## config.mk

```make
export PLATFORM = sky130hd
export DESIGN_NAME = ttu_remote_cell
export DESIGN_NICKNAME = d
export VERILOG_FILES = /design/src/rtl/core/ttu_pkg.sv /design/src/rtl/core/ttu_remote_cell.sv
export SDC_FILE = /design/constraint.sdc
export NUM_CORES = 1
export LEC_CHECK = 0
export BUFFER_PORTS_ARGS = -buffer_cell sky130_fd_sc_hd__buf_2
export CAP_MARGIN = 20
export CORE_UTILIZATION = 40
export DETAILED_ROUTE_END_ITERATION = 6
export PLACE_DENSITY = 0.78
export SYNTH_ARGS = -nofsm -noshare
export SYNTH_HDL_FRONTEND = slang
export SYNTH_SLANG_ARGS = --single-unit
```

## constraint.sdc

```tcl
create_clock -name clock -period 1.1 [get_ports clock]
set_clock_uncertainty 0.1 [all_clocks]
set_input_delay 0 -clock clock [delete_from_list [all_inputs] [get_ports clock]]
set_output_delay 0 -clock clock [all_outputs]
set_load 0.02 [all_outputs]
```

## src/rtl/core/ttu_pkg.sv

```systemverilog
// Shared constants, codes and entry types of the MAC translation table.
`timescale 1ns / 1ps
package ttu_pkg;

   localparam int LOCAL_ENTRIES  = 64;
   localparam int GLOBAL_ENTRIES = 128;
   localparam int LIDX_W  = $clog2(LOCAL_ENTRIES);
   localparam int GIDX_W  = $clog2(GLOBAL_ENTRIES);
   localparam int SCAN_W  = (LIDX_W > GIDX_W) ? LIDX_W : GIDX_W;
   localparam int LCNT_W  = $clog2(LOCAL_ENTRIES + 1);
   localparam int MAC_W   = 48;
   localparam int CSR_ADDR_W = 5;
   localparam int CSR_DATA_W = 64;

   localparam logic [6:0]  LIST_MAX        = 7'd64;
   localparam logic [6:0]  RST_MAX_LOCAL   = 7'd64;
   localparam logic [31:0] RST_TIMEOUT     = 32'd3600;
   localparam logic [15:0] RST_PERIOD      = 16'd10;

   localparam logic [2:0] OP_LEARN    = 3'd0;
   localparam logic [2:0] OP_ANNOUNCE = 3'd1;
   localparam logic [2:0] OP_WITHDRAW = 3'd2;
   localparam logic [2:0] OP_LOOKUP   = 3'd3;
   localparam logic [2:0] OP_TICK     = 3'd4;
   localparam logic [2:0] OP_LIST     = 3'd5;

   localparam logic [2:0] ST_DONE      = 3'd0;
   localparam logic [2:0] ST_NEW       = 3'd1;
   localparam logic [2:0] ST_FULL      = 3'd2;
   localparam logic [2:0] ST_NOT_FOUND = 3'd3;
   localparam logic [2:0] ST_EMPTY     = 3'd4;

   localparam logic [1:0] CSR_OWN_MAC   = 2'd0;
   localparam logic [1:0] CSR_MAX_LOCAL = 2'd1;
   localparam logic [1:0] CSR_TIMEOUT   = 2'd2;
   localparam logic [1:0] CSR_PERIOD    = 2'd3;

   typedef struct packed {
      logic             used;
      logic             keep;
      logic [31:0]      seen;
      logic [MAC_W-1:0] addr;
   } local_entry_type;

   typedef struct packed {
      logic             used;
      logic [7:0]       orig;
      logic [MAC_W-1:0] addr;
   } remote_entry_type;

endpackage

```

## src/rtl/core/ttu_remote_cell.sv

```systemverilog
// One global table slot in the rotating ring of remote entries.
`timescale 1ns / 1ps
module ttu_remote_cell (
   input  logic                      clock,
   input  logic                      reset,
   input  logic                      shift,
   input  ttu_pkg::remote_entry_type d,
   output ttu_pkg::remote_entry_type q
);
   import ttu_pkg::*;

   logic             used_ff;
   logic [7:0]       orig_ff;
   logic [MAC_W-1:0] addr_ff;

   always_ff @(posedge clock) begin
      if (reset) begin
         used_ff <= 1'b0;
      end else if (shift) begin
         used_ff <= d.used;
      end
   end

   always_ff @(posedge clock) begin
      if (shift) begin
         orig_ff <= d.orig;
         addr_ff <= d.addr;
      end
   end

   assign q = '{used: used_ff, orig: orig_ff, addr: addr_ff};

endmodule

```

==> flow_summary.ini <==
[floorplan]
start_util = 0.425
num_io_pins = 117
fp-row-count = 23
core_sq_um = 4060
dieHeight_um = 67.6
die_w_um = 67.6
dieArea_sq_um = 4570

[final_layout]
antenna_cells = 0
final_common_cell = buf_2
final_cells = 306
mostFrequentLayoutCells = 115 x buf_2, 59 x dlygate4sd3_1, 56 x edfxtp_1, 9 x clkbuf_8
syn2layout_area_growth_pct = 87.2
nNetsFinal = 311
design_area_sq_um = 3230
fin_util = 0.795
drive_gt1_frac = 0.531

[setup_path]
cp_slowest_cell = dlygate4sd3_1
cp-end-kind = flop
critPathMaxFanout = 21
critPathLaunchType = input port
path_common_cell = buf_12
crit_chain = dlygate4sd3_1 -> buf_6 -> buf_12 -> buf_12
path_buf_inv = 4
path_class = in -> reg
slowest_delay_ns = 0.55
worst_ep_required_time_ns = 1.03
cp.arrival_ns = 0.97
crit_family = buffers and inverters
ff2ff_setup_slack_ns = 0.32

[drt]
route.vias.total = 1386
dr.max_layer_used = met4
drc = 0
detail-route-antenna-nets = 0
wl_um = 5550
wl_per_cell_um = 18.1
drt_iter0_drc = 90
vias_per_cell = 4.53
first_pass_iters = 4
wl_met1_um = 1970
wl_met2_um = 2930
met3_length_um = 528

[synthesis]
synthCells = 60
synth_seq_area_share = 0.988
synth_nets = 120
mappedNetlistArea_sq_um = 1720
yosys_warnings = 0
synth_seq_cells = 57
synth_cell_types = 5
syn_avg_cell_area_sq_um = 28.7

[power_and_ir_drop]
vdd_ir_drop_max_uv = 1530
clockPowerShare = 0.350
p_int_w = 0.00397
pwr-share-comb = 0.145
switching_share = 0.239
p_switching_w = 0.00125
powerDensity_nw_per_um2 = 1620
seq_power_share = 0.504
leakage_nw = 1.41

[global_routing]
grt_pass1_wl_um = 7450
grt_max_degree = 22
globalRouteOverflowTotal = 0
track_usage = 0.249
antenna_found_initial = 0
grt_pass1_vias = 1514

[job]
drv_cap = 0

[place]
placed_area_sq_um = 2410
portBuffers = 116
placed_cells = 229
gp_congestion = 0.702

[timing]
setup_viol = 0
max_slew.worst_pin.slew_ns = 0.173
drv_slew = 0
fin_tns_setup_ns = 0
min_period_ns = 1.05
finalCritPeriodShare = 0.954
max_freq_mhz = 953
finalHoldViolCount = 0
max_slew_margin = 0.883
rsz0062_at_grt = no

[outcome]
status = finished, final reports clean

[worst_hold_path]
hold_class = in -> reg

[clocking]
insertion_delay_ns = 0.32
cts.htree.levels = 3
cts_tree = done
cts_sinks = 57
cts_made_buffers = 9
clockBufferDepth = 2
clk_pin_slew_ns = 0.07
ctsRootBufferMaster = clkbuf_8
[path summary, 6_finish.rpt]
path | startpoint | end | depth (start not counted)
worst max-delay path | shift | addr_ff[30]$_DFFE_PP_ | 4
worst min-delay path | d[51] | orig_ff[3]$_DFFE_PP_ | 2
worst max register to register | used_ff$_SDFFE_PP0P_ | used_ff$_SDFFE_PP0P_ | 2
worst min register to register | used_ff$_SDFFE_PP0P_ | used_ff$_SDFFE_PP0P_ | 2
[final cells by class]
| cell class | instances | area [sq um] |
|---|---|---|
| Sequential cell | 57 | 1700 |
| Multi-Input combinational cell | 2 | 17.5 |
| Fill cell | 210 | 832 |
| Timing Repair Buffer | 181 | 1260 |
| Clock inverter | 4 | 45.0 |
| Clock buffer | 12 | 135 |
| Tap cell | 50 | 62.6 |
[state kept, by name, indices dropped and copies added, names as in the netlist]
signal	count
addr_ff	48
orig_ff	8
used_ff	1
[logic make-up after synthesis]
group,after synthesis,synth area share
buffers and inverters,1,0.00436
DFF,57,0.988
muxes,1,0.00581
and+or+nand+nor,1,0.00218
[repair_timing]
item | in CTS | in global routing
resized for setup | 0 | 5
setup buffers | 0 | 2
hold buffers | 59 | 0
endpoints found under the hold margin | 60 | 0
setup endpoints to repair | 0 | 24
[per-layer routing]
metal / vias up / GRT usage
met2: 100 / 0.402
met4: 0 / 0.157
met1: 651 / 0.270
met5: - / 0
li1: 623 / -
met3: 12 / 0.0997
[power groups by stage]
stage	clock network, W	logic, W	registers [W]
2_1_floorplan	0	0.00000887	0.00289
3_3_place_gp	0	0.000545	0.00265
3_5_place_dp	0	0.000554	0.00266
4_1_cts	0.00181	0.000715	0.00261
5_1_grt	0.00194	0.000798	0.00264
6_report	0.00183	0.000758	0.00263
[cells in the mapped netlist (all sizes together)]
cell type / number / share of area
dfxtp: 1 / 0.012
mux2i: 1 / 0.0058
edfxtp: 56 / 0.98
nor2: 1 / 0.0022
buf: 1 / 0.0044
[through the flow]
step / power, W / setup slack (ns) / hold WS [ns]
floorplan: 0.00290 / 0.450 / -0.0276
global placement: 0.00320 / 0.235 / 0.0620
detailed placement: 0.00321 / 0.210 / 0.0616
CTS: 0.00514 / 0.0155 / 0.254
global route: 0.00538 / 0.0366 / 0.279
finish: 0.00521 / 0.0510 / 0.279
[worst register-to-register path, stage by stage, from the launching register on]
cell and delay, ns:
dfxtp_1 0.33, mux2i_2 0.18, nor2_1 0.06
Power figures use the tool's default switching activity.
