## src/rtl/core/ttu_pkg.sv

```systemverilog
// Shared constants, codes and entry types of the MAC translation table.
`timescale 1ns / 1ps
package ttu_pkg;

   localparam int LOCAL_ENTRIES  = 64;
   localparam int GLOBAL_ENTRIES = 128;
   localparam int LIDX_W  = $clog2(LOCAL_ENTRIES);
   localparam int GIDX_W  = $clog2(GLOBAL_ENTRIES);
   localparam int SCAN_W  = (LIDX_W > GIDX_W) ? LIDX_W : GIDX_W;
   localparam int LCNT_W  = $clog2(LOCAL_ENTRIES + 1);
   localparam int MAC_W   = 48;
   localparam int CSR_ADDR_W = 5;
   localparam int CSR_DATA_W = 64;

   localparam logic [6:0]  LIST_MAX        = 7'd64;
   localparam logic [6:0]  RST_MAX_LOCAL   = 7'd64;
   localparam logic [31:0] RST_TIMEOUT     = 32'd3600;
   localparam logic [15:0] RST_PERIOD      = 16'd10;

   localparam logic [2:0] OP_LEARN    = 3'd0;
   localparam logic [2:0] OP_ANNOUNCE = 3'd1;
   localparam logic [2:0] OP_WITHDRAW = 3'd2;
   localparam logic [2:0] OP_LOOKUP   = 3'd3;
   localparam logic [2:0] OP_TICK     = 3'd4;
   localparam logic [2:0] OP_LIST     = 3'd5;

   localparam logic [2:0] ST_DONE      = 3'd0;
   localparam logic [2:0] ST_NEW       = 3'd1;
   localparam logic [2:0] ST_FULL      = 3'd2;
   localparam logic [2:0] ST_NOT_FOUND = 3'd3;
   localparam logic [2:0] ST_EMPTY     = 3'd4;

   localparam logic [1:0] CSR_OWN_MAC   = 2'd0;
   localparam logic [1:0] CSR_MAX_LOCAL = 2'd1;
   localparam logic [1:0] CSR_TIMEOUT   = 2'd2;
   localparam logic [1:0] CSR_PERIOD    = 2'd3;

   typedef struct packed {
      logic             used;
      logic             keep;
      logic [31:0]      seen;
      logic [MAC_W-1:0] addr;
   } local_entry_type;

   typedef struct packed {
      logic             used;
      logic [7:0]       orig;
      logic [MAC_W-1:0] addr;
   } remote_entry_type;

endpackage

```

## src/rtl/core/ttu_local_cell.sv

```systemverilog
// One local table slot in the rotating ring of local entries.
`timescale 1ns / 1ps
module ttu_local_cell (
   input  logic                     clock,
   input  logic                     reset,
   input  logic                     shift,
   input  ttu_pkg::local_entry_type d,
   output ttu_pkg::local_entry_type q
);
   import ttu_pkg::*;

   logic             used_ff;
   logic             keep_ff;
   logic [31:0]      seen_ff;
   logic [MAC_W-1:0] addr_ff;

   always_ff @(posedge clock) begin
      if (reset) begin
         used_ff <= 1'b0;
      end else if (shift) begin
         used_ff <= d.used;
      end
   end

   always_ff @(posedge clock) begin
      if (shift) begin
         keep_ff <= d.keep;
         seen_ff <= d.seen;
         addr_ff <= d.addr;
      end
   end

   assign q = '{used: used_ff, keep: keep_ff, seen: seen_ff, addr: addr_ff};

endmodule

```

## config.mk

```make
export PLATFORM = sky130hd
export DESIGN_NAME = ttu_local_cell
export DESIGN_NICKNAME = d
export VERILOG_FILES = /design/src/rtl/core/ttu_pkg.sv /design/src/rtl/core/ttu_local_cell.sv
export SDC_FILE = /design/constraint.sdc
export NUM_CORES = 1
export LEC_CHECK = 0
export ABC_AREA = 1
export ABC_CLOCK_PERIOD_IN_PS = 1500
export BUFFER_PORTS_ARGS = -buffer_cell sky130_fd_sc_hd__buf_2
export CAP_MARGIN = 40
export CORE_ASPECT_RATIO = 0.7
export CORE_UTILIZATION = 44
export CTS_CLUSTER_SIZE = 12
export DETAILED_ROUTE_END_ITERATION = 10
export PLACE_DENSITY = 0.84
export SETUP_SLACK_MARGIN = 0.15
export SLEW_MARGIN = 5
export SYNTH_ARGS = -nofsm -noshare
export SYNTH_HDL_FRONTEND = slang
export SYNTH_SLANG_ARGS = --single-unit
export TNS_END_PERCENT = 10
```

## constraint.sdc

```tcl
create_clock -name clock -period 1.5 [get_ports clock]
set_input_delay 0.225 -clock clock [delete_from_list [all_inputs] [get_ports clock]]
set_output_delay 0.225 -clock clock [all_outputs]
set_load 0.01 [all_outputs]
```

==> results of run 1 <==
## stage by stage
step	instance area [um2]	hold slack, ns	util [%]
2_1_floorplan	2490	0.324	-
3_3_place_gp	3450	0.402	64.6
3_5_place_dp	3450	0.403	64.6
4_1_cts	3650	0.0346	68.3
5_1_grt	3650	0.0210	68.3
6_report	3650	0.0540	68.3
## power groups by stage
stage          combinational [W]  sequential (W)  clock (W)
2_1_floorplan          0.0000121         0.00291          0
3_3_place_gp            0.000433         0.00280          0
3_5_place_dp            0.000444         0.00282          0
4_1_cts                 0.000445         0.00276    0.00158
5_1_grt                 0.000470         0.00277    0.00169
6_report                0.000438         0.00276    0.00153
## per-layer routing
metal / wire length, um / track usage, % / vias up
met2: 2860 / 32.1 / 79
met4: 84 / 9.57 / 0
met3: 408 / 6.92 / 7
met1: 1880 / 19.3 / 711
met5: 0 / 0 / -
li1: - / - / 710
## placed cells by master (no fill, tap or decap)
| master | n |
|---|---|
| clkinv_4 | 1 |
| clkinv_1 | 1 |
| clkbuf_8 | 9 |
| buf_12 | 2 |
| inv_6 | 3 |
| nor2_1 | 1 |
| dfxtp_1 | 1 |
| edfxtp_1 | 81 |
| buf_4 | 2 |
| nand2_1 | 2 |
| buf_2 | 165 |
| clkinv_2 | 1 |
| nor2_2 | 1 |
| bufinv_16 | 1 |
| inv_1 | 2 |
## cells by family (layout without fill, tap and decap cells)
group | Yosys count | count (layout) | share of synthesized area [%]
AND/OR/NAND/NOR | 4 | 4 | 0.703
buffers and inverters | 4 | 187 | 0.904
flip-flops | 82 | 82 | 98.4
## how the worst max path moves through the flow
| stage | startpoint | end | slack (ns) | cells past startpoint |
|---|---|---|---|---|
| after floorplan | keep_ff | q[80] | 0.80 | 1 |
| after global placement | shift | addr_ff[36] | 0.50 | 2 |
| after detailed placement | shift | seen_ff[6] | 0.47 | 2 |
| after CTS | addr_ff[31] | q[31] | 0.34 | 1 |
| after global routing | addr_ff[31] | q[31] | 0.32 | 1 |
| final | addr_ff[31] | q[31] | 0.36 | 1 |
## final cells by class
cell class                 instances  area (um2)
sequential                        82        2450
fill                             384        1690
timing repair buffer             169         881
clock buffer                       9         124
tap                               72        90.1
clock inverter                     7        73.8
multi-input combinational          4        17.5
inverter                           2        7.51
## sequential cells by signal (all words and copies together) (netlist names)
signal	count
addr_ff	48
keep_ff	1
seen_ff	32
used_ff	1
==> results.yml, run 1 <==
power:
  p_per_area_mw_per_mm2: 1300
  clkPwrFrac_pct: 32.3
  seqPwrFrac_pct: 58.4
  ir_worst_vdd_mv: 0.683
  p_int_w: 0.00370
  p_leak_nw: 1.60
  sw_frac_of_total_pct: 21.8
  finalPower_w: 0.00473
  combinationalPowerShare_pct: 9.3
  p_sw_w: 0.00103
die:
  floorplan.rows: 22
  die_area_mm2: 0.00597
  die-width_um: 92.0
  initial_core_util_pct: 46.7
  die_y_um: 65.0
  io_pins: 167
  core_mm2: 0.00534
cts:
  cts.path.max_buffers: 2
  cts_setup_buffers: 0
  h-tree-depth: 3
  root_buffer: "clkbuf_8"
  clock_latency_ns: 0.33
  cts_buffers: 9
  path_clk_slew_ns: 0.08
  ctsHoldBuffers: 0
  post_cts_resized: 0
  cts_tree: "built"
  clock_sinks: 82
synth:
  synth_area_leader_cell: "edfxtp_1"
  syn_inst: 90
  synth-seq-cells: 82
  synthArstFlopShare_pct: 0
  synth_most_common_cell: "edfxtp_1"
  synth-main-ff-cell: "edfxtp_1"
  synth_edf_count: 81
  postSynthNetCount: 175
  synth_area_leaders: "edfxtp_1 (98%), dfxtp_1 (0.80%), buf_4 (0.60%)"
  synth_top_area_share_pct: 97.6
  syn_area_per_cell_um2: 27.7
  synthTopCellsByCount: "edfxtp_1 (81), buf_4 (2), inv_1 (2), nand2_1 (2)"
  yosysSeqAreaShare_pct: 98.4
  synth_cell_types: 7
  ys_warn_count: 0
  syn_area_mm2: 0.00249
sta:
  fin_worst_skew_ns: 0
  setup_viol_count_final: 0
  slew_headroom_pct: 85.4
  tns_ns: 0
  drv_slew: 0
  rsz0062_at_grt: "false"
  hold_violations: 0
  worstMarginPinSlew_ns: 0.219
  max_freq_ghz: 0.878
  min_period_ns: 1.14
  min_period_over_period_pct: 76.0
  fin_ws_ns: 0.360
setup_path:
  arrival_ns: 0.91
  ff2ff_setup_slack_ns: 0.91
  timing.rr.start: "used_ff"
  critPathTopFamily: "flip-flops"
  slowest_delay_ns: 0.41
  path_cells: "buf_2"
  cp_max_fo: 1
  r2r-end: "used_ff"
  cp_slowest_cell: "edfxtp_1"
  critical_path_class: "reg2out"
  crit_buf_inv: 1
  cp-end-kind: "primary output"
  ff2ff_path_depth: 2
  cp-start-kind: "flop"
  worstPathRequired_ns: 1.27
min_path:
  hold_depth: 1
  min_to: "seen_ff[25]"
  worstHoldStart: "d[73]"
  min_path_type: "in2reg"
job:
  max-cap-violations: 0
global_routing:
  grt_use_total_pct: 18.3
  grt_pass1_wl_um: 7390
  antenna_found_initial: 0
  grt_max_degree: 36
  grt_pass1_vias: 1446
  overflow: 0
routing:
  via_count: 1507
  drc: 0
  wl_um: 5230
  via_per_inst: 4.37
  antenna_left: 0
  wl_per_cell_um: 15.2
  drt-initial-drc-count: 87
  drt-pass1-iter-count: 4
place:
  gp_congestion: 0.771
  dp_hpwl_um: 4170
  dpl_worst_slack_ns: 0.467
  post-place-cells: 329
  port_buffers: 166
layout:
  finalNetCount: 353
  drive_above_1_share_pct: 67.8
  area_growth_pct: 46.3
  final-instance-count-excl-fill: 345
  diodes: 0
outcome:
  status: "complete, no violations"
Power figures use the tool's default switching activity.
==> inputs of run 2 (changes only) <==
--- a/config.mk
+++ b/config.mk
@@ -6,14 +6,14 @@
 export NUM_CORES = 1
 export LEC_CHECK = 0
 export ABC_AREA = 1
-export ABC_CLOCK_PERIOD_IN_PS = 1500
+export ABC_CLOCK_PERIOD_IN_PS = 1000
 export BUFFER_PORTS_ARGS = -buffer_cell sky130_fd_sc_hd__buf_2
 export CAP_MARGIN = 40
 export CORE_ASPECT_RATIO = 0.7
-export CORE_UTILIZATION = 44
+export CORE_UTILIZATION = 37
 export CTS_CLUSTER_SIZE = 12
 export DETAILED_ROUTE_END_ITERATION = 10
-export PLACE_DENSITY = 0.84
+export PLACE_DENSITY = 0.75
 export SETUP_SLACK_MARGIN = 0.15
 export SLEW_MARGIN = 5
 export SYNTH_ARGS = -nofsm -noshare
==> constraint.sdc (replaced) <==
create_clock -name clock -period 1 [get_ports clock]
set_input_delay 0.15 -clock clock [delete_from_list [all_inputs] [get_ports clock]]
set_output_delay 0.15 -clock clock [all_outputs]
set_load 0.01 [all_outputs]
==> run 2 against run 1 <==
The run now ends with negative setup slack left. Worst setup slack worse by 0.40 ns. Utilization increased by 2.9 points. Sequential power is 50% higher. Register-to-register slack worse by 0.51 ns. Critical path type unchanged. Critical endpoint is now q[20]. Largest cell class unchanged.
==> results.yml, run 2 (synthesized netlist as in run 1, its figures left out) <==
outcome:
  status: "complete, but fails checks"
  violations: "negative setup slack"
place:
  gp_congestion: 0.734
  port_buffers: 166
  dpl_worst_slack_ns: 0.155
setup_path:
  worstPathRequired_ns: 0.85
  timing.rr.start: "used_ff"
  crit_buf_inv: 1
  path_cells: "buf_2"
  critPathTopFamily: "flip-flops"
  cp-start-kind: "flop"
  arrival_ns: 0.89
  cp_slowest_cell: "edfxtp_1"
  cp-end-kind: "primary output"
  slowest_delay_ns: 0.39
  critical_path_class: "reg2out"
  critPathLaunch: "addr_ff[20]"
  cp_max_fo: 1
sta:
  hold_slack_ns: 0.0612
  drv_slew: 0
  fin_ws_ns: -0.0441
  setup_viol_count_final: 48
  hold_violations: 0
  min_period_ns: 1.04
  slew_headroom_pct: 84.8
  rsz0062_at_grt: "true"
  worstMarginPinSlew_ns: 0.228
  max_freq_ghz: 0.958
  min_period_over_period_pct: 104
  tns_ns: -0.707
  fin_worst_skew_ns: 0
routing:
  via_per_inst: 4.19
  drt-pass1-iter-count: 4
  antenna_left: 0
  drc: 0
  via_count: 1857
  drt-initial-drc-count: 37
  wl_um: 6600
  wl_per_cell_um: 14.9
global_routing:
  grt_max_degree: 45
  grt_use_total_pct: 19.2
  grt_pass1_vias: 1995
  antenna_found_initial: 0
  overflow: 0
  grt_pass1_wl_um: 9800
die:
  die_y_um: 70.7
  core_mm2: 0.00637
  io_pins: 167
  initial_core_util_pct: 39.2
  die_area_mm2: 0.00707
  floorplan.rows: 24
  die-width_um: 100
layout:
  drive_above_1_share_pct: 52.3
  final_common_cell: "buf_2"
  top_regs: "addr_ff: 48 flops, seen_ff: 32 flops"
  layout_common_cells: "buf_2 (161), edfxtp_1 (81), dlygate4sd3_1 (81)"
  diodes: 0
  largest_reg_flops: 48
  area_growth_pct: 81.9
  largest_register: "addr_ff"
  finalNetCount: 433
cts:
  cts_buffers: 9
  clock_latency_ns: 0.33
  cts.path.max_buffers: 2
  h-tree-depth: 3
  cts_tree: "built"
  clock_sinks: 82
  root_buffer: "clkbuf_8"
  cts_setup_buffers: 0
  path_clk_slew_ns: 0.08
power:
  p_per_area_mw_per_mm2: 1720
  p_leak_nw: 1.96
  ir_worst_vdd_mv: 0.957
job:
  max-cap-violations: 0
min_path:
  worstHoldStart: "reset"
  min_path_type: "in2reg"
run 2: changes by cell type in the layout (fill, tap and decap cells not counted), sizes merged:
cell,change
dlygate4sd3,+81
inv,-3
bufinv,+2
buf,-1
clkbuf,+1
clkinv,-1
run 2: cell type report:
class,instances,area (um2)
clock inverters,5,104
well taps,91,114
inverters,2,7.51
multi-input cells,4,17.5
repair buffers,249,1710
clock buffers,10,128
fillers,410,1830
flip-flops and latches,82,2450
run 2: what timing repair did:
| item | CTS | global route |
|---|---|---|
| endpoints found under the hold margin | 81 | 0 |
| hold buffers | 81 | 0 |
| cloned | 0 | 0 |
| setup endpoints to repair | 82 | 82 |
| resized for setup | 2 | 3 |
run 2: layer usage:
layer | vias up | GRT usage, % | routed length [um]
met5 | - | 0 | 0
met4 | 0 | 6.76 | 93
met3 | 12 | 8.89 | 753
met2 | 111 | 32.1 | 3120
met1 | 867 | 21.9 | 2630
li1 | 867 | - | -
run 2: stage by stage:
stage | power, W | instances | util, % | area [um2]
6_report | 0.00781 | 443 | 71.2 | 4530
5_1_grt | 0.00810 | 443 | 71.2 | 4530
4_1_cts | 0.00785 | 443 | 70.9 | 4510
3_5_place_dp | 0.00487 | 347 | 54.4 | 3460
3_3_place_gp | 0.00485 | 347 | 54.4 | 3460
2_1_floorplan | 0.00439 | 90 | - | 2490
run 2: path summary, 6_finish.rpt:
check,slack (ns),end,depth (start not counted)
max,-0.04,q[20],1
max reg2reg,0.40,used_ff,2
min,0.06,used_ff,4
min reg2reg,0.51,used_ff,2
run 2: power by group:
part | internal [W] | switching (W)
clock network | 0.00165 | 0.00108
logic | 0.000522 | 0.000407
registers | 0.00407 | 0.0000774
==> inputs of run 3 (changes only) <==
--- a/config.mk
+++ b/config.mk
@@ -13,8 +13,9 @@
 export CORE_UTILIZATION = 37
 export CTS_CLUSTER_SIZE = 12
 export DETAILED_ROUTE_END_ITERATION = 10
-export PLACE_DENSITY = 0.75
+export PLACE_DENSITY = 0.87
 export SETUP_SLACK_MARGIN = 0.15
+export SKIP_CTS_REPAIR_TIMING = 1
 export SLEW_MARGIN = 5
 export SYNTH_ARGS = -nofsm -noshare
 export SYNTH_HDL_FRONTEND = slang
==> run 3 against run 2 <==
The flow still finishes with violations (negative setup slack). Die area stayed put. Combinational power grew 2%. Final area shrank 1.5%. Worst setup slack lost 0.042 ns. Flip-flop and latch count did not move.
==> results.yml, run 3 (synthesized netlist as in run 1, its figures left out) <==
sta:
  min_period_ns: 1.09
  worstMarginPinSlew_ns: 0.222
  slew_headroom_pct: 85.2
  fin_worst_skew_ns: 0
  setup_viol_count_final: 68
  rsz0062_at_grt: "true"
  drv_slew: 0
  hold_violations: 0
  max_freq_ghz: 0.921
  fin_ws_ns: -0.0860
  min_period_over_period_pct: 109
die:
  die-width_um: 100
  initial_core_util_pct: 39.2
  io_pins: 167
  floorplan.rows: 24
  core_mm2: 0.00637
  die_area_mm2: 0.00707
  die_y_um: 70.7
layout:
  drive_above_1_share_pct: 51.7
  top_regs: "addr_ff: 48 flops, seen_ff: 32 flops"
  diodes: 0
  final-instance-count-excl-fill: 443
  area_growth_pct: 79.2
  seqCellArea_mm2: 0.00245
  largest_register: "addr_ff"
  layout_common_cells: "buf_2 (164), edfxtp_1 (81), dlygate4sd3_1 (81)"
  largest_reg_flops: 48
  final_common_cell: "buf_2"
  finalNetCount: 433
  fill_cells: 416
  multi_input_area_um2: 17.5
  fin_util_pct: 70.1
min_path:
  min_to: "used_ff"
  worstHoldStart: "reset"
  hold_depth: 4
  min_path_type: "in2reg"
setup_path:
  cp_slowest_cell: "edfxtp_1"
  slowest_delay_ns: 0.42
  critPathTopFamily: "flip-flops"
  crit_buf_inv: 1
  critPathLaunch: "addr_ff[23]"
  timing.rr.start: "used_ff"
  cp-start-kind: "flop"
  path_cells: "buf_2"
  r2r-end: "used_ff"
  cp-end-kind: "primary output"
  ff2ff_setup_slack_ns: 0.39
  critical_path_class: "reg2out"
  arrival_ns: 0.94
  cp_max_fo: 1
  ff2ff_path_depth: 2
  worstPathRequired_ns: 0.85
cts:
  cts_buffers: 9
  h-tree-depth: 3
  path_clk_slew_ns: 0.08
  cts_tree: "built"
  clock_latency_ns: 0.34
  clock_sinks: 82
  root_buffer: "clkbuf_8"
  cts.path.max_buffers: 2
routing:
  drt-initial-drc-count: 145
  wl_per_cell_um: 17.4
  drt-pass1-iter-count: 4
  drc: 0
  antenna_left: 0
  via_count: 1897
  via_per_inst: 4.28
  wl_um: 7690
power:
  p_per_area_mw_per_mm2: 1650
  p_leak_nw: 1.93
  ir_worst_vdd_mv: 0.779
global_routing:
  grt_use_total_pct: 16.0
  grt_max_degree: 44
  overflow: 0
  grt_pass1_vias: 1576
  grt_pass1_wl_um: 8110
  antenna_found_initial: 0
job:
  max-cap-violations: 0
place:
  gp_congestion: 0.691
  dp_hpwl_um: 4420
  post-place-cells: 347
  port_buffers: 166
outcome:
  status: "complete, but fails checks"
  violations: "negative setup slack"
-- run 3: cell types whose count changed in the layout (fill, tap and decap cells not counted) --
cell and delta:
buf_2 +3, buf_6 -3, bufinv_16 -2, clkinv_1 +2, clkinv_2 -1, inv_6 +1
-- run 3: worst max path at each step --
stage,cells past startpoint,to
after floorplan,1,q[80]
after global placement,2,seen_ff[18]
after detailed placement,2,seen_ff[18]
after CTS,1,q[57]
after global routing,1,q[47]
final,1,q[23]
-- run 3: power breakdown --
| part | leakage (nW) | total [W] | internal, W | switching [W] |
|---|---|---|---|---|
| logic | 1.03 | 0.000946 | 0.000513 | 0.000433 |
| registers | 0.801 | 0.00416 | 0.00407 | 0.0000848 |
| clock network | 0.0918 | 0.00228 | 0.00114 | 0.00114 |
-- run 3: cell type report --
| class | count | share of cell area, % |
|---|---|---|
| Tap cell | 91 | 2.55 |
| Inverter | 2 | 0.168 |
| Clock buffer | 10 | 2.86 |
| Timing Repair Buffer | 249 | 37.9 |
| Sequential cell | 82 | 54.9 |
| Multi-Input combinational cell | 4 | 0.392 |
| Clock inverter | 5 | 1.23 |
-- run 3: metal layers --
metal / wire length (um) / GRT usage [%]
met5: 0 / 0
met4: 133 / 6.76
met3: 567 / 6.23
met2: 4090 / 28.2
met1: 2900 / 17.4
-- run 3: metrics by stage --
step	setup TNS, ns	hold WS, ns	cell area, um2	setup slack (ns)	total power [W]
after detailed placement	0	0.328	3460	0.154	0.00489
after floorplan	0	0.249	2490	0.374	0.00439
after global routing	-4.93	0.0444	4470	-0.110	0.00766
final	-1.89	0.0376	4470	-0.0860	0.00739
after global placement	0	0.327	3460	0.177	0.00486
after CTS	-2.04	-0.0411	3650	-0.0678	0.00712
